### config.mk
export PLATFORM = sky130hd
export DESIGN_NAME = sdcm_front
export DESIGN_NICKNAME = d
export VERILOG_FILES = /design/src/sv/sdcm_pkg.sv /design/src/sv/sdcm_front.sv
export VERILOG_INCLUDE_DIRS = /design/src /design/src/sv
export SDC_FILE = /design/constraint.sdc
export NUM_CORES = 1
export LEC_CHECK = 0
export BUFFER_PORTS_ARGS = -buffer_cell sky130_fd_sc_hd__buf_2
export CAP_MARGIN = 10
export CORE_MARGIN = 2
export CORE_UTILIZATION = 35
export DETAILED_ROUTE_END_ITERATION = 10
export PLACE_DENSITY = 0.65
export SLEW_MARGIN = 20
export SYNTH_ARGS = -nofsm -noshare
export SYNTH_HDL_FRONTEND = slang
export SYNTH_SLANG_ARGS = --single-unit
### constraint.sdc
create_clock -name clk -period 4 [get_ports clk]
set_clock_uncertainty 0.15 [all_clocks]
set_input_delay 0.6 -clock clk [delete_from_list [all_inputs] [get_ports clk]]
set_output_delay 0.6 -clock clk [all_outputs]
set_load 0.01 [all_outputs]
### src/sv/assert_macros.svh
// ----------------------------------------------------------------------------
// Assertion macros
// Shared concurrent assertion forms for the drive command mixer RTL.
// ----------------------------------------------------------------------------
`ifndef ASSERT_MACROS_SVH
`define ASSERT_MACROS_SVH

// When cond holds at an edge, prop must hold at the same edge.
`define ASSERT_IMPLY(label, clk, rst_n, cond, prop, msg) \
	label: assert property (@(posedge clk) disable iff (!rst_n) (cond) |-> (prop)) \
		else $error(msg);

// When cond holds at an edge, prop must hold at the next edge.
`define ASSERT_NEXT(label, clk, rst_n, cond, prop, msg) \
	label: assert property (@(posedge clk) disable iff (!rst_n) (cond) |=> (prop)) \
		else $error(msg);

`endif

### src/sv/sdcm_pkg.sv
// ----------------------------------------------------------------------------
// sdcm_pkg
// Types and constants shared by the drive command mixer modules.
// ----------------------------------------------------------------------------
`default_nettype none

package sdcm_pkg;

	localparam logic [7:0] HDR_FIRST  = 8'hAA;
	localparam logic [7:0] HDR_SECOND = 8'h55;

	localparam int PAYLOAD_LEN   = 8;
	localparam int PAYLOAD_IDX_W = $clog2(PAYLOAD_LEN);
	localparam int PAYLOAD_CNT_W = $clog2(PAYLOAD_LEN + 1);

	localparam int PCT_LIMIT = 100;

	localparam int HALF_TRACK_W = 22;
	localparam int GAIN_W       = 24;

	localparam int CFG_IDX_W  = 2;
	localparam int CFG_DATA_W = 24;

	localparam logic [CFG_IDX_W-1:0] REG_HALF_TRACK = 2'd0;
	localparam logic [CFG_IDX_W-1:0] REG_GAIN       = 2'd1;

	localparam logic [HALF_TRACK_W-1:0] HALF_TRACK_RESET = 22'd23200;
	localparam logic [GAIN_W-1:0]       GAIN_RESET       = 24'd3302960;

	typedef enum logic [1:0] {
		PH_HUNT = 2'd0,
		PH_HDR2 = 2'd1,
		PH_BODY = 2'd2
	} phase_t;

	typedef enum logic [2:0] {
		BK_IDLE = 3'd0,
		BK_CONV = 3'd1,
		BK_TURN = 3'd2,
		BK_DIFF = 3'd3,
		BK_MULA = 3'd4,
		BK_MULB = 3'd5,
		BK_SUM  = 3'd6,
		BK_OUT  = 3'd7
	} back_state_t;

	typedef struct packed {
		logic [31:0] v_bits;
		logic [31:0] w_bits;
	} job_t;

	typedef struct packed {
		logic signed [7:0] left_pct;
		logic signed [7:0] right_pct;
	} result_t;

	typedef struct packed {
		logic [HALF_TRACK_W-1:0] half_track;
		logic [GAIN_W-1:0]       gain;
	} cfg_t;

endpackage

`default_nettype wire

### src/sv/sdcm_front.sv
// ----------------------------------------------------------------------------
// sdcm_front
// Frame hunter: finds the header, gathers the payload, checks the sum.
// ----------------------------------------------------------------------------
`default_nettype none
`include "assert_macros.svh"

module sdcm_front (
	input  logic            clk,
	input  logic            arst_n,
	input  logic            push,
	input  logic [7:0]      rx_byte,
	output logic            full,
	output logic            job_push,
	output sdcm_pkg::job_t  job,
	input  logic            job_full
);

	sdcm_pkg::phase_t                    phase_q;
	sdcm_pkg::phase_t                    phase_d;
	logic [sdcm_pkg::PAYLOAD_CNT_W-1:0]  index_q;
	logic [sdcm_pkg::PAYLOAD_CNT_W-1:0]  index_d;
	logic [7:0]                          sum_q;
	logic [7:0]                          sum_d;
	logic [7:0]                          store_q [sdcm_pkg::PAYLOAD_LEN];
	logic                                store_we;
	logic                                accept;

	// A byte is held off whenever the job queue is full, whatever the frame state.
	assign full   = job_full;
	assign accept = push & ~job_full;

	always_ff @(posedge clk or negedge arst_n) begin
		if (!arst_n) begin
			phase_q <= sdcm_pkg::PH_HUNT;
			index_q <= '0;
			sum_q   <= '0;
		end else begin
			phase_q <= phase_d;
			index_q <= index_d;
			sum_q   <= sum_d;
		end
	end

	always_comb begin
		phase_d  = phase_q;
		index_d  = index_q;
		sum_d    = sum_q;
		store_we = 1'b0;
		job_push = 1'b0;
		if (accept) begin
			unique case (phase_q)
				sdcm_pkg::PH_HDR2: begin
					if (rx_byte == sdcm_pkg::HDR_SECOND) begin
						phase_d = sdcm_pkg::PH_BODY;
						index_d = '0;
						sum_d   = '0;
					end else begin
						phase_d = sdcm_pkg::PH_HUNT;
					end
				end
				sdcm_pkg::PH_BODY: begin
					if (index_q < sdcm_pkg::PAYLOAD_CNT_W'(sdcm_pkg::PAYLOAD_LEN)) begin
						store_we = 1'b1;
						sum_d    = sum_q + rx_byte;
						index_d  = index_q + sdcm_pkg::PAYLOAD_CNT_W'(1);
					end else begin
						phase_d  = sdcm_pkg::PH_HUNT;
						index_d  = '0;
						job_push = (rx_byte == sum_q);
					end
				end
				default: begin
					phase_d = (rx_byte == sdcm_pkg::HDR_FIRST) ? sdcm_pkg::PH_HDR2
						: sdcm_pkg::PH_HUNT;
				end
			endcase
		end
	end

	always_ff @(posedge clk) begin
		if (store_we) begin
			store_q[index_q[sdcm_pkg::PAYLOAD_IDX_W-1:0]] <= rx_byte;
		end
	end

	// Both singles are little endian.
	assign job.v_bits = {store_q[3], store_q[2], store_q[1], store_q[0]};
	assign job.w_bits = {store_q[7], store_q[6], store_q[5], store_q[4]};

	`ASSERT_IMPLY(a_push_at_sum, clk, arst_n, job_push, phase_q == sdcm_pkg::PH_BODY && index_q == sdcm_pkg::PAYLOAD_CNT_W'(sdcm_pkg::PAYLOAD_LEN), "frame queued outside the checksum byte")

endmodule

`default_nettype wire

==> run_results.csv <==
group,metric,value,unit
synthesis,synth.avg_cell_area,15.5,um^2
sta,fin_crit_sh,64.8,%
floorplanning,die_area,9500,um^2
power,power.density,406,nW/um^2
final_layout,syn2layout_area_growth,23.4,%
synthesis,synthSimpleGateAreaFrac,9.99,%
sta,tns,0,ns
synthesis,async_flop_share,17.9,%
worst_setup_path,crit_fanout,11,
synthesis,synth-xor-area-share,1.43,%
synthesis,seq_area_frac_synth,74.3,%
drt,first_pass_iters,4,
global_route,grt_max_degree,21,
drt,post_drt_wl_per_cell,16.1,um
global_route,grt.overflow.total,0,
synthesis,yosysWarnings,0,
place,place.gp.congestion,0.819,
drt,drc,0,
sta,finalSetupViolations,0,
clock_network,cts_resized,0,
worst_setup_path,crit_required,3.25,ns
synthesis,synth_area_leaders,"edfxtp_1, dfrtp_1, ha_1",
job,drv_cap,0,
clock_network,cts.sinks,78,
synthesis,yosysMostFrequentCell,"edfxtp_1",
clock_network,clockBufferDepth,2,
synthesis,synthMuxAreaShare,0.327,%
final_layout,fillers,760,
power,leakage,1.47,nW
synthesis,syn-instance-count,197,
synthesis,synth_common_cells,"edfxtp_1, o21ai_0, nand2_1",
power,internal_power,1.20,mW
global_route,antenna_found_initial,0,
global_route,grt_pass1_wl,9890,um
power,switching_share,21.9,%
clock_network,cts_tree,"done",
status,run_status,"finished, final reports clean",
final_layout,diodes,0,
floorplanning,core_region_area,8590,um^2
global_route,grt.total_usage,13.7,%
synthesis,synth_fa_ha_area_share,4.75,%
clock_network,path_clk_slew,0.08,ns
floorplanning,core.rowCount,34,
drt,drt_iter0_drc,105,
place,dp_hpwl,4330,um
synthesis,synth_edf_count,64,
synthesis,ys_types,41,
sta,rsz0062_at_grt,"no",
sta,fin_crit,2.59,ns
sta,maxSlewViolCount,0,
power,p_comb_share,3.9,%
floorplanning,die_y,97.5,um
hold_path,hp-class,"input port to asynchronous set/reset pin",
worst_setup_path,path_class,"input port to output port",
floorplanning,pin_count,78,
clock_network,numCtsBuffers,9,
clock_network,cts_setup_buffers,0,
clock_network,hold_buffers,0,
clock_network,clkLatencyLatePin,0.34,ns
final_layout,drive_gt1_share,34.0,%
worst_setup_path,crit_arrival,1.84,ns
sta,worstMarginPinSlew,0.696,ns
synthesis,synth_compound_area_share,7.94,%
floorplanning,die_w,97.5,um
global_route,grt_pass1_vias,1833,
synthesis,synth_top_family_by_area,"simple AND/OR/NAND/NOR gates",
power,pwr-share-clk,38.1,%
sta,relSlewSlack,53.4,%
worst_setup_path,end_kind,"output port",
power,power_switching,0.336,mW
place,io_buffers,77,
worst_setup_path,cp-start-kind,"input port",
drt,drt_wl_total,6370,um
sta,max_freq,0.386,GHz
final_layout,seq_area,2270,um^2
sta,worst_slack,1.41,ns
sta,hold_violations,0,
synthesis,synth_seq_cells,78,
place,place_ws,1.23,ns
floorplanning,initial_core_util,35.6,%
power,ir_drop,0.000206,V
synthesis,ys.flop_type,"edfxtp_1",
drt,drt.antenna.violating_nets,0,
synthesis,syn_area,3060,um^2
clock_network,root_buffer,"clkbuf_8",
clock_network,htreeDepth,3,
drt,avgViaCountPerCell,4.85,
final_layout,multi_input_area,747,um^2
power,pwr-share-seq,57.9,%
synthesis,syn_nets,220,
final_layout,nets,306,
synthesis,yosys.area.top_type_share,62.9,%
drt,vias,1922,
synthesis,yosys.area.top_type,"edfxtp_1",
## cell type report
cell class	count	area share (%)
clock buffers	10	3.38
clock inverters	6	1.86
inverters	3	0.299
multi-input cells	111	19.8
flip-flops and latches	78	60.3
well taps	108	3.58
repair buffers	80	10.8
## metal layers
metal	share of wire (%)	track usage [%]	vias to the layer above
li1	-	-	920
met1	46	17.9	919
met2	45	21.0	78
met3	7.4	4.53	5
met4	1.4	5.56	0
met5	0	0	-
## sequential cells by signal, indices dropped and copies added (netlist names)
name	flops
index_q	4
store_q	64
phase_q	2
sum_q	8
## worst max-delay path, cell delays in order
cell and delay [ns]:
buf_2 0.19, ha_1 0.42, nor4_1 0.27, and4_1 0.23, buf_2 0.13
## power by group through the flow
| stage | clock network (mW) | logic, mW | registers (mW) |
|---|---|---|---|
| global placement | 0 | 0.0596 | 0.906 |
| CTS | 0.597 | 0.0613 | 0.887 |
| global route | 0.635 | 0.0676 | 0.888 |
| finish | 0.584 | 0.0604 | 0.888 |
| detailed placement | 0 | 0.0612 | 0.906 |
| floorplan | 0 | 0.0319 | 0.904 |
## layout by cell type, fill, tap and decap left out, drive strengths merged, types with 2 or more instances in the layout
cell / instances
xor2: 4
o21ai: 18
nor4: 2
buf: 80
ha: 10
a211oi: 2
a21o: 2
nand4: 2
nor2: 12
nand2b: 6
clkbuf: 10
a21oi: 4
a311o: 2
inv: 4
nand2: 16
a22o: 3
nor3: 3
o31ai: 2
nor3b: 2
clkinv: 4
nand3: 3
edfxtp: 64
dfrtp: 14
nand4bb: 2
and2: 2
## kinds of logic (layout without fill, tap and decap cells)
group                      count (synthesis)  after routing
AOI/OAI and AO/OA                         37             37
adders and majority gates                 11             11
DFF                                       78             78
and+or+nand+nor                           57             57
xor gates and xnor gates                   5              5
muxes                                      1              1
buffers and inverters                      8             99
## through the flow
stage          hold WS (ns)  utilization (%)  total power, mW  instance area (um^2)  instances
6_report            0.00698             43.9             1.53                  3770        396
5_1_grt              0.0113             43.9             1.59                  3770        396
4_1_cts              0.0116             43.9             1.55                  3770        396
3_5_place_dp          0.358             41.6            0.967                  3570        380
3_3_place_gp          0.342             41.6            0.965                  3570        380
2_1_floorplan         0.154                -            0.936                  3060        197
## final timing paths
check,startpoint,endpoint,slack [ns],depth (start not counted)
min in group clk,sum_q[5],sum_q[5],0.37,2
max in group asynchronous,arst_n,sum_q[1],3.43,1
max,rx_byte[3],job_push,1.41,5
min,arst_n,index_q[1],0.007,1
max reg2reg,phase_q[0],store_q[7][6],1.57,6
min reg2reg,sum_q[5],sum_q[5],0.37,2
No activity file was read; power rests on OpenSTA's default activity.
