--- config.mk ---
export PLATFORM = sky130hd
export DESIGN_NAME = sdcm_queue
export DESIGN_NICKNAME = d
export VERILOG_FILES = /design/src/sv/sdcm_queue.sv
export VERILOG_INCLUDE_DIRS = /design/src /design/src/sv
export SDC_FILE = /design/constraint.sdc
export NUM_CORES = 1
export LEC_CHECK = 0
export BUFFER_PORTS_ARGS = -buffer_cell sky130_fd_sc_hd__buf_4
export CAP_MARGIN = 20
export CORE_AREA = 2 2 48 45
export CTS_CLUSTER_DIAMETER = 200
export DETAILED_ROUTE_END_ITERATION = 10
export DIE_AREA = 0 0 50 47
export HOLD_SLACK_MARGIN = 0.1
export PLACE_DENSITY = 0.81
export SKIP_LAST_GASP = 1
export SYNTH_ARGS = -nofsm -noshare
export SYNTH_HDL_FRONTEND = slang
export SYNTH_SLANG_ARGS = --single-unit
--- constraint.sdc ---
create_clock -name clk -period 1.3 [get_ports clk]
set_clock_uncertainty 0.05 [all_clocks]
set_input_delay 0.26 -clock clk [delete_from_list [all_inputs] [get_ports clk]]
set_output_delay 0.26 -clock clk [all_outputs]
set_load 0.005 [all_outputs]
--- src/sv/assert_macros.svh ---
// ----------------------------------------------------------------------------
// Assertion macros
// Shared concurrent assertion forms for the drive command mixer RTL.
// ----------------------------------------------------------------------------
`ifndef ASSERT_MACROS_SVH
`define ASSERT_MACROS_SVH

// When cond holds at an edge, prop must hold at the same edge.
`define ASSERT_IMPLY(label, clk, rst_n, cond, prop, msg) \
	label: assert property (@(posedge clk) disable iff (!rst_n) (cond) |-> (prop)) \
		else $error(msg);

// When cond holds at an edge, prop must hold at the next edge.
`define ASSERT_NEXT(label, clk, rst_n, cond, prop, msg) \
	label: assert property (@(posedge clk) disable iff (!rst_n) (cond) |=> (prop)) \
		else $error(msg);

`endif

--- src/sv/sdcm_queue.sv ---
// ----------------------------------------------------------------------------
// sdcm_queue
// Small register queue with push/full and pop/empty sides.
// ----------------------------------------------------------------------------
`default_nettype none
`include "assert_macros.svh"

module sdcm_queue #(
	parameter int WIDTH = 8,
	parameter int DEPTH = 2
) (
	input  logic             clk,
	input  logic             arst_n,
	input  logic             push,
	input  logic [WIDTH-1:0] wdata,
	output logic             full,
	input  logic             pop,
	output logic [WIDTH-1:0] rdata,
	output logic             empty
);

	localparam int PTR_W = $clog2(DEPTH);
	localparam int CNT_W = $clog2(DEPTH + 1);

	logic [WIDTH-1:0] mem_q [DEPTH];
	logic [PTR_W-1:0] wr_q;
	logic [PTR_W-1:0] rd_q;
	logic [CNT_W-1:0] count_q;
	logic             push_ok;
	logic             pop_ok;

	assign full    = (count_q == CNT_W'(DEPTH));
	assign empty   = (count_q == '0);
	assign push_ok = push & ~full;
	assign pop_ok  = pop & ~empty;
	assign rdata   = mem_q[rd_q];

	always_ff @(posedge clk or negedge arst_n) begin
		if (!arst_n) begin
			wr_q    <= '0;
			rd_q    <= '0;
			count_q <= '0;
		end else begin
			if (push_ok) begin
				wr_q <= (wr_q == PTR_W'(DEPTH - 1)) ? '0 : wr_q + PTR_W'(1);
			end
			if (pop_ok) begin
				rd_q <= (rd_q == PTR_W'(DEPTH - 1)) ? '0 : rd_q + PTR_W'(1);
			end
			if (push_ok && !pop_ok) begin
				count_q <= count_q + CNT_W'(1);
			end else if (pop_ok && !push_ok) begin
				count_q <= count_q - CNT_W'(1);
			end
		end
	end

	always_ff @(posedge clk) begin
		if (push_ok) begin
			mem_q[wr_q] <= wdata;
		end
	end

	`ASSERT_NEXT(a_count_grows, clk, arst_n, push_ok && !pop_ok, count_q == $past(count_q) + CNT_W'(1), "queue count did not grow on a lone push")

endmodule

`default_nettype wire

==> results of run 1 <==
power by group:
group | switching (W) | internal (W) | total [W] | leakage, nW
Clock | 0.000168 | 0.000111 | 0.000280 | 0.0154
Sequential | 0.000120 | 0.000902 | 0.00102 | 0.193
Combinational | 0.000517 | 0.00101 | 0.00152 | 0.368
Total | 0.000805 | 0.00202 | 0.00283 | 0.577
cell type report:
cell class	count	area share, %
clock buffers	3	1.659
inverters	2	0.5530
clock inverters	1	0.2765
multi-input cells	21	20.28
repair buffers	44	31.98
flip-flops and latches	20	42.95
well taps	25	2.304
registers in the layout, summed over array words and instances (netlist names):
| name | flops |
|---|---|
| count_q | 2 |
| mem_q | 16 |
| wr_q | 1 |
| rd_q | 1 |
repair_timing:
| item | CTS | global route |
|---|---|---|
| pin swaps | 4 | 2 |
| endpoints found under the setup margin | 11 | 22 |
| buffers inserted | 4 | 3 |
| hold buffers | 6 | 3 |
| gates resized for setup | 25 | 10 |
| hold endpoints to repair | 14 | 6 |
| gates cloned | 0 | 0 |
placed cells by master (no fill, tap or decap):
master,netlist,layout
clkinv_1,0,1
xnor2_1,2,2
nand2b_4,0,1
dlygate4sd3_1,0,9
xor2_1,2,1
nor2_4,0,2
nor2_1,3,1
and3_4,0,1
edfxtp_1,16,16
dfrtp_2,0,2
buf_6,0,15
ha_4,0,1
nand2_4,0,1
buf_4,0,18
inv_2,0,2
buf_12,0,2
xor2_2,0,1
clkbuf_4,0,3
mux2_4,0,8
o21ai_2,0,1
dfrtp_1,4,2
xnor2_2,1,1
final timing paths:
path | start | end | slack (ps) | depth (start not counted)
min in group clk | pop | rd_q$_DFFE_PN0P_ | 320 | 4
min | arst_n | wr_q$_DFFE_PN0N_ | 240 | 2
max in group asynchronous | arst_n | rd_q$_DFFE_PN0P_ | 850 | 2
max reg2reg | count_q[0]$_DFFE_PN0P_ | count_q[1]$_DFFE_PN0P_ | -100 | 7
min reg2reg | wr_q$_DFFE_PN0N_ | wr_q$_DFFE_PN0N_ | 550 | 1
max | rd_q$_DFFE_PN0P_ | rdata[6] | -280 | 3
per-layer routing:
layer / part of all wire, % / wire, µm / vias up / GRT usage, %
met5: 0 / 0 / - / 0
met4: 0 / 0 / 0 / 5.000
met3: 4.0 / 58 / 0 / 2.866
met2: 58 / 834 / 16 / 26.32
met1: 38 / 552 / 250 / 15.50
li1: - / - / 250 / -
cell families after synthesis:
| family | after synthesis | share of synthesized area (%) |
|---|---|---|
| simple gates | 6 | 3.841 |
| flops | 20 | 74.24 |
| buf+inv | 3 | 1.600 |
| compound gates | 1 | 0.6394 |
| fa+ha+maj | 1 | 1.600 |
| xor+xnor | 5 | 6.561 |
| mux | 8 | 11.52 |
metrics by stage:
step                worst slack (ps)  total power, W
finish                        -284.1        0.002826
global route                  -322.5        0.003008
CTS                           -294.8        0.002643
detailed placement            -88.15        0.001986
global placement              -54.41        0.001946
floorplan                     -50.79        0.001471
==> impl_metrics.env, run 1 <==
export IMPL_final_hold_viol_count=0
export IMPL_gp_congestion=0.6144
export IMPL_drt_pre_antenna_iters=2
export IMPL_io_pins=22
export IMPL_fin_crit_sh_pct=121.9
export IMPL_required_ps=990
export IMPL_finish_utilization_pct=73.06
export IMPL_design_area_um2=1358
export IMPL_period_needed_ps=1584
export IMPL_cts_sinks=20
export IMPL_cts_path_max_buffers=2
export IMPL_violations="setup timing"
export IMPL_critPathMostFrequentCell="buf_6"
export IMPL_cts_tree="yes"
export IMPL_rsz0062_at_grt="yes"
export IMPL_rows=15
export IMPL_synthTopCellsByArea="edfxtp_1 (61%), dfrtp_1 (13%), mux2_1 (8.6%)"
export IMPL_insertion_delay_ps=280
export IMPL_die_height_um=47
export IMPL_drt_iter0_drc=3
export IMPL_htree_levels=1
export IMPL_path_buf_inv=2
export IMPL_p_per_area_nw_per_um2=2081
export IMPL_grt_usage_pct=13.73
export IMPL_critical_path_arrival_ps=1270
export IMPL_portBuffers=21
export IMPL_synth_ff_type="edfxtp_1"
export IMPL_hold_ws_ps=235.9
export IMPL_cap_violations=0
export IMPL_tightest_slew_ps=218.7
export IMPL_place_area_um2=1061
export IMPL_grt_ovfl_total=0
export IMPL_ys_types=15
export IMPL_synth_most_common_cell="edfxtp_1"
export IMPL_status="finished, violations left"
export IMPL_synth_top_area_share_pct=61.44
export IMPL_fillers=129
export IMPL_worst_path_dominant_cell_family="flip-flops"
export IMPL_first_global_vias=546
export IMPL_crit_chain="buf_6 > mux2_4 > buf_6"
export IMPL_drv_slew=0
export IMPL_worst_path_max_fanout=4
export IMPL_fin_tns_setup_ps=-2650
export IMPL_synthToLayoutAreaGrowth_pct=73.60
export IMPL_yosysWarnings=0
export IMPL_grt_max_degree=12
export IMPL_synth_commonest_cells="edfxtp_1 (16), mux2_1 (6), dfrtp_1 (4)"
export IMPL_slowest_delay_ps=440
export IMPL_num_antenna_cells=0
export IMPL_cts_made_buffers=3
export IMPL_ant_nets=0
export IMPL_finalWorstSetupSlack_ps=-284.1
export IMPL_hold_class="in2async"
export IMPL_fmax_ghz=0.6313
export IMPL_ys_async_sr_fraction_pct=20.00
export IMPL_setup_viol=19
export IMPL_slowest_stage="dfrtp_2"
export IMPL_critPathKind="reg2out"
export IMPL_netlist_area_um2=782.0
export IMPL_routed_via_density=4.448
export IMPL_drive_above_1_share_pct=64.84
export IMPL_wl_um=1445
export IMPL_dr_total_vias=516
export IMPL_p_leak_nw=0.5769
export IMPL_synth_area_per_cell_um2=17.77
export IMPL_antenna_found_initial=0
export IMPL_root_buffer="clkbuf_4"
export IMPL_dp_cells=96
export IMPL_fin_cells=116
export IMPL_start_util_pct=42.09
export IMPL_start_kind="flip-flop"
export IMPL_timing_slew_headroom_pct=85.42
export IMPL_synth_edff_count=16
export IMPL_wl_per_cell_um=12.46
export IMPL_cts_clk_slew_worst_paths_ps=100
export IMPL_final_nets=105
export IMPL_core_area_um2=1858
export IMPL_die_area_um2=2350
export IMPL_multiInputGateArea_um2=275.3
export IMPL_yosysSeqAreaShare_pct=74.24
export IMPL_die_w_um=50
export IMPL_ff_latch_area_um2=583.1
export IMPL_synth_nets=57
export IMPL_postSynthCellCount=44
export IMPL_synth_seq_cells=20
export IMPL_vdd_drop_max_mv=1.270
export IMPL_end_kind="output pin"
export IMPL_yosysTopAreaCell="edfxtp_1"
export IMPL_grt_pass1_wl_um=2283
export IMPL_drt_drc_violations_left=0
Note: power is estimated with default switching activity, not from simulation.
==> inputs of run 2 (changes only) <==
CELL_PAD_IN_SITES_DETAIL_PLACEMENT = 1   (was unset)
CELL_PAD_IN_SITES_GLOBAL_PLACEMENT = 1   (was unset)
CORE_AREA = 2 2 53 50   (was 2 2 48 45)
DIE_AREA = 0 0 55 52   (was 0 0 50 47)
PLACE_DENSITY = 0.79   (was 0.81)
==> impl_metrics.env, run 2 (same netlist as run 1, synthesis figures left out) <==
export IMPL_worst_path_max_fanout=5
export IMPL_grt_ovfl_total=0
export IMPL_period_needed_ps=1584
export IMPL_dp_cells=100
export IMPL_ant_nets=0
export IMPL_cts_tree="yes"
export IMPL_root_buffer="clkbuf_4"
export IMPL_grt_use_met1_pct=16.45
export IMPL_final_common_cell="buf_4"
export IMPL_start_util_pct=33.42
export IMPL_gp_congestion=0.6816
export IMPL_grt_max_degree=12
export IMPL_setup_viol=19
export IMPL_p_leak_nw=0.5672
export IMPL_critPathKind="reg2out"
export IMPL_cts_sinks=20
export IMPL_drt_iter0_drc=0
export IMPL_core_area_um2=2340
export IMPL_reg_top3="mem_q x16, count_q x2"
export IMPL_tightest_slew_ps=195.6
export IMPL_finish_utilization_pct=57.01
export IMPL_wl_um=1792
export IMPL_drt_pre_antenna_iters=1
export IMPL_drt_drc_violations_left=0
export IMPL_dr_total_vias=522
export IMPL_grt_busiest_layer="met2"
export IMPL_violations="setup timing"
export IMPL_place_hpwl_um=1152
export IMPL_final_nets=104
export IMPL_die_height_um=52
export IMPL_cts_clk_slew_worst_paths_ps=110
export IMPL_vdd_drop_max_mv=1.244
export IMPL_regMostFlops="mem_q"
export IMPL_die_w_um=55
export IMPL_grt_usage_pct=15.04
export IMPL_cap_violations=0
export IMPL_finalWorstSetupSlack_ps=-283.7
export IMPL_routed_via_density=4.424
export IMPL_die_area_um2=2860
export IMPL_p_per_area_nw_per_um2=2097
export IMPL_num_antenna_cells=0
export IMPL_finalPower_w=0.002797
export IMPL_cts_path_max_buffers=2
export IMPL_status="finished, violations left"
export IMPL_end_kind="output pin"
export IMPL_fin_tns_setup_ps=-2577
export IMPL_cts_made_buffers=3
export IMPL_final_hold_viol_count=0
export IMPL_final_cell_mix="buf_4 (18), edfxtp_1 (16), buf_6 (15)"
export IMPL_timing_slew_headroom_pct=86.96
export IMPL_critical_path_arrival_ps=1270
export IMPL_hold_class="in2async"
export IMPL_start_kind="flip-flop"
export IMPL_grt_use_met2_pct=28.97
export IMPL_first_global_vias=602
export IMPL_grt_pass1_wl_um=2898
export IMPL_io_pins=22
export IMPL_fin_crit_sh_pct=121.8
export IMPL_largest_register_ffs=16
export IMPL_insertion_delay_ps=290
export IMPL_portBuffers=21
export IMPL_drv_slew=0
export IMPL_synthToLayoutAreaGrowth_pct=70.56
export IMPL_required_ps=990
export IMPL_fin_cells=118
export IMPL_fmax_ghz=0.6314
export IMPL_antenna_found_initial=0
export IMPL_htree_levels=1
export IMPL_wl_per_cell_um=15.19
export IMPL_drive_above_1_share_pct=63.33
export IMPL_rows=17
export IMPL_use_met3_pct=2.586
export IMPL_rsz0062_at_grt="yes"
[run 2: changes by cell type in the layout (fill, tap and decap cells not counted), sizes merged]
cell,before,now
buf,35,34
[run 2: area by class of cell]
| class | instances | area (µm²) |
|---|---|---|
| fill | 237 | 1006 |
| sequential | 20 | 583.1 |
| timing repair buffer | 43 | 414.1 |
| multi-input combinational | 21 | 267.8 |
| tap | 28 | 35.03 |
| clock buffer | 3 | 22.52 |
| inverter | 2 | 7.507 |
| clock inverter | 1 | 3.754 |
[run 2: critical path: stages (launching register included)]
cell,delay (ps)
dfrtp_2,430
buf_6,140
mux2_4,300
buf_6,110
[run 2: final timing paths]
check                           slack [ps]                     end  cells after the start              startpoint
worst max-delay path                  -280                rdata[3]                      3        rd_q$_DFFE_PN0P_
worst min-delay path                   240  count_q[0]$_DFFE_PN0P_                      2                  arst_n
worst max register to register        -100  count_q[1]$_DFFE_PN0P_                      7  count_q[0]$_DFFE_PN0P_
worst min register to register         590        wr_q$_DFFE_PN0N_                      2        wr_q$_DFFE_PN0N_
max in group asynchronous              850        rd_q$_DFFE_PN0P_                      2                  arst_n
min in group clk                       310        rd_q$_DFFE_PN0P_                      4                     pop
[run 2: through the flow]
stage | cell area [µm²] | hold slack (ps) | setup WS [ps]
6_report | 1334 | 237.6 | -283.7
5_1_grt | 1334 | 226.7 | -327.1
4_1_cts | 1269 | 105.1 | -286.1
3_5_place_dp | 1060 | 14.90 | -99.52
3_3_place_gp | 1060 | 10.60 | -71.49
2_1_floorplan | 799.5 | -85.59 | -50.79
[run 2: layer usage]
metal  share of wire [%]  up-vias
met5                   0        -
met4                0.50        0
met3                 3.9        2
met2                  58       13
met1                  38      256
li1                    -      251
[run 2: power by group]
part	internal, W	total [W]	switching [W]	leakage (nW)
registers	0.000902	0.00100	0.000101	0.193
clock network	0.000111	0.000290	0.000179	0.0154
logic	0.000962	0.00150	0.000541	0.359
total	0.00198	0.00280	0.000821	0.567
[run 2: what timing repair did]
action / CTS / global route
resized for setup: 28 / 7
cloned: 0 / 0
hold buffers: 6 / 3
pin swaps: 6 / 1
hold endpoints to repair: 14 / 5
buffers inserted: 4 / 2
setup endpoints to repair: 27 / 28
==> inputs of run 3 (changes only) <==
ABC_AREA = 1   (was unset)
CORE_AREA = 2 2 55 52   (was 2 2 53 50)
DIE_AREA = 0 0 57 54   (was 0 0 55 52)
PLACE_DENSITY = 0.8   (was 0.79)
==> impl_metrics.env, run 3 <==
export IMPL_status="finished, violations left"
export IMPL_violations="setup timing"
export IMPL_final_hold_viol_count=0
export IMPL_finish_utilization_pct=54.63
export IMPL_gp_congestion=0.7702
export IMPL_cts_tree="yes"
export IMPL_reg_top3="mem_q x16, count_q x2"
export IMPL_required_ps=990
export IMPL_wl_per_cell_um=13.50
export IMPL_synth_area_per_cell_um2=11.09
export IMPL_end_kind="output pin"
export IMPL_rsz0062_at_grt="yes"
export IMPL_place_hpwl_um=1360
export IMPL_fillers=286
export IMPL_first_global_vias=701
export IMPL_path_buf_inv=2
export IMPL_vdd_drop_max_mv=1.202
export IMPL_fin_tns_setup_ps=-1944
export IMPL_switching_share_pct=35.34
export IMPL_drive_above_1_share_pct=54.10
export IMPL_portBuffers=21
export IMPL_htree_levels=1
export IMPL_start_util_pct=31.53
export IMPL_cellInternalPower_w=0.001937
export IMPL_netlist_area_um2=809.5
export IMPL_ff_latch_area_um2=584.3
export IMPL_ys_types=14
export IMPL_multiInputGateArea_um2=294.0
export IMPL_grt_usage_pct=13.77
export IMPL_synth_most_common_cell="nand2_1"
export IMPL_seq_power_share_pct=34.5
export IMPL_p_per_area_nw_per_um2=2135
export IMPL_cts_clk_slew_worst_paths_ps=110
export IMPL_drt_drc_violations_left=0
export IMPL_fin_cells=152
export IMPL_rows=18
export IMPL_yosysTopAreaCell="edfxtp_1"
export IMPL_insertion_delay_ps=290
export IMPL_timing_slew_headroom_pct=89.40
export IMPL_synth_commonest_cells="nand2_1 (33), edfxtp_1 (16), inv_1 (7)"
export IMPL_die_area_um2=3078
export IMPL_slowest_delay_ps=480
export IMPL_synth_seq_cells=20
export IMPL_switchingPower_w=0.001058
export IMPL_grt_max_degree=12
export IMPL_grt_ovfl_total=0
export IMPL_cap_violations=0
export IMPL_final_cell_mix="nand2_1 (24), buf_4 (24), edfxtp_1 (16)"
export IMPL_dp_cells=128
export IMPL_tightest_slew_ps=158.4
export IMPL_cts_path_max_buffers=2
export IMPL_synth_edff_count=16
export IMPL_period_needed_ps=1487
export IMPL_antenna_found_initial=0
export IMPL_drt_iter0_drc=8
export IMPL_regMostFlops="mem_q"
export IMPL_fmax_ghz=0.6726
export IMPL_root_buffer="clkbuf_4"
export IMPL_yosysSeqAreaShare_pct=71.72
export IMPL_drv_slew=0
export IMPL_hold_class="in2reg"
export IMPL_finalWorstSetupSlack_ps=-186.7
export IMPL_ys_async_sr_fraction_pct=20.00
export IMPL_ant_nets=0
export IMPL_setup_viol=20
export IMPL_postSynthCellCount=73
export IMPL_p_comb_share_pct=55.7
export IMPL_synthTopCellsByArea="edfxtp_1 (59%), nand2_1 (15%), dfrtp_1 (12%)"
export IMPL_die_w_um=57
export IMPL_wl_um=2052
export IMPL_largest_register_ffs=16
export IMPL_synth_top_area_share_pct=59.35
export IMPL_synth_nets=86
export IMPL_worst_path_dominant_cell_family="flip-flops"
export IMPL_start_kind="flip-flop"
export IMPL_slowest_stage="dfrtp_2"
export IMPL_critPathKind="reg2out"
export IMPL_cts_made_buffers=3
export IMPL_synthToLayoutAreaGrowth_pct=73.26
export IMPL_critical_path_arrival_ps=1180
export IMPL_cts_sinks=20
export IMPL_io_pins=22
export IMPL_dr_total_vias=672
export IMPL_num_antenna_cells=0
export IMPL_dp_slack_ps=-110.8
export IMPL_synth_ff_type="edfxtp_1"
export IMPL_die_height_um=54
export IMPL_drt_pre_antenna_iters=3
export IMPL_crit_chain="buf_6 > nand2_2 > nand2_1 > buf_4"
export IMPL_yosysWarnings=0
export IMPL_final_nets=136
export IMPL_grt_pass1_wl_um=3132
export IMPL_hold_ws_ps=199.6
export IMPL_p_leak_nw=0.6245
export IMPL_clock_power_share_pct=9.9
export IMPL_fin_crit_sh_pct=114.4
export IMPL_routed_via_density=4.421
export IMPL_worst_path_max_fanout=6
export IMPL_core_area_um2=2567
## run 3: kinds of logic (layout without fill, tap and decap cells)
| logic type | count (synthesis) | after routing | synth area share (%) |
|---|---|---|---|
| simple gates | 40 | 40 | 20.09 |
| fa+ha+maj | 1 | 1 | 1.545 |
| buf+inv | 9 | 58 | 4.327 |
| xor+xnor | 1 | 1 | 1.082 |
| compound gates | 2 | 2 | 1.237 |
| flops | 20 | 20 | 71.72 |
## run 3: power groups by stage
stage | registers [W] | logic [W] | clock network, W
after floorplan | 0.000970 | 0.000488 | 0
after global placement | 0.000997 | 0.000952 | 0
after detailed placement | 0.00101 | 0.00101 | 0
after CTS | 0.00102 | 0.00135 | 0.000310
after global routing | 0.00105 | 0.00182 | 0.000332
final | 0.00103 | 0.00167 | 0.000295
## run 3: area by class of cell
cell class                      count  share of cell area (%)
Sequential cell                    20                   41.66
Timing Repair Buffer               46                   30.33
Multi-Input combinational cell     44                   20.96
Tap cell                           30                   2.676
Inverter                            8                   2.498
Clock buffer                        3                   1.606
Clock inverter                      1                  0.2676
## run 3: final timing paths
path / from / endpoint / slack [ps] / cells past startpoint
setup / recovery: rd_q$_DFFE_PN0P_ / rdata[5] / -190 / 4
hold / removal: pop / rd_q$_DFFE_PN0P_ / 200 / 3
setup reg to reg: count_q[0]$_DFFE_PN0P_ / count_q[1]$_DFFE_PN0P_ / -100 / 6
hold reg to reg: wr_q$_DFFE_PN0N_ / wr_q$_DFFE_PN0N_ / 470 / 2
max in group asynchronous: arst_n / rd_q$_DFFE_PN0P_ / 860 / 2
min in group asynchronous: arst_n / count_q[0]$_DFFE_PN0P_ / 230 / 2
## run 3: worst reg2reg max path: stages, from the launching register on
cell and delay [ps]:
dfrtp_2 460, buf_4 150, o21ai_4 160, ha_4 230
inv_2 60, nand4_1 130, nand2_1 100
## run 3: metrics by stage
step           total power, W  area [µm²]
6_report             0.002995        1403
5_1_grt              0.003202        1403
4_1_cts              0.002682        1289
3_5_place_dp         0.002013        1052
3_3_place_gp         0.001949        1052
2_1_floorplan        0.001457       812.0
## run 3: repair_timing
action                                  4_1_cts  5_1_grt
gates resized for setup                      20       23
hold buffers                                  9        0
endpoints found under the setup margin       28       28
hold endpoints to repair                     20        0
pin swaps                                     7        7
buffers inserted                              8        4
## run 3: metal layers
| metal | vias to the layer above | track usage, % | part of all wire, % |
|---|---|---|---|
| met5 | - | 0 | 0 |
| met3 | 0 | 2.404 | 3.8 |
| met2 | 16 | 27.01 | 58 |
| li1 | 333 | - | - |
| met1 | 323 | 15.19 | 38 |
| met4 | 0 | 4.651 | 0 |
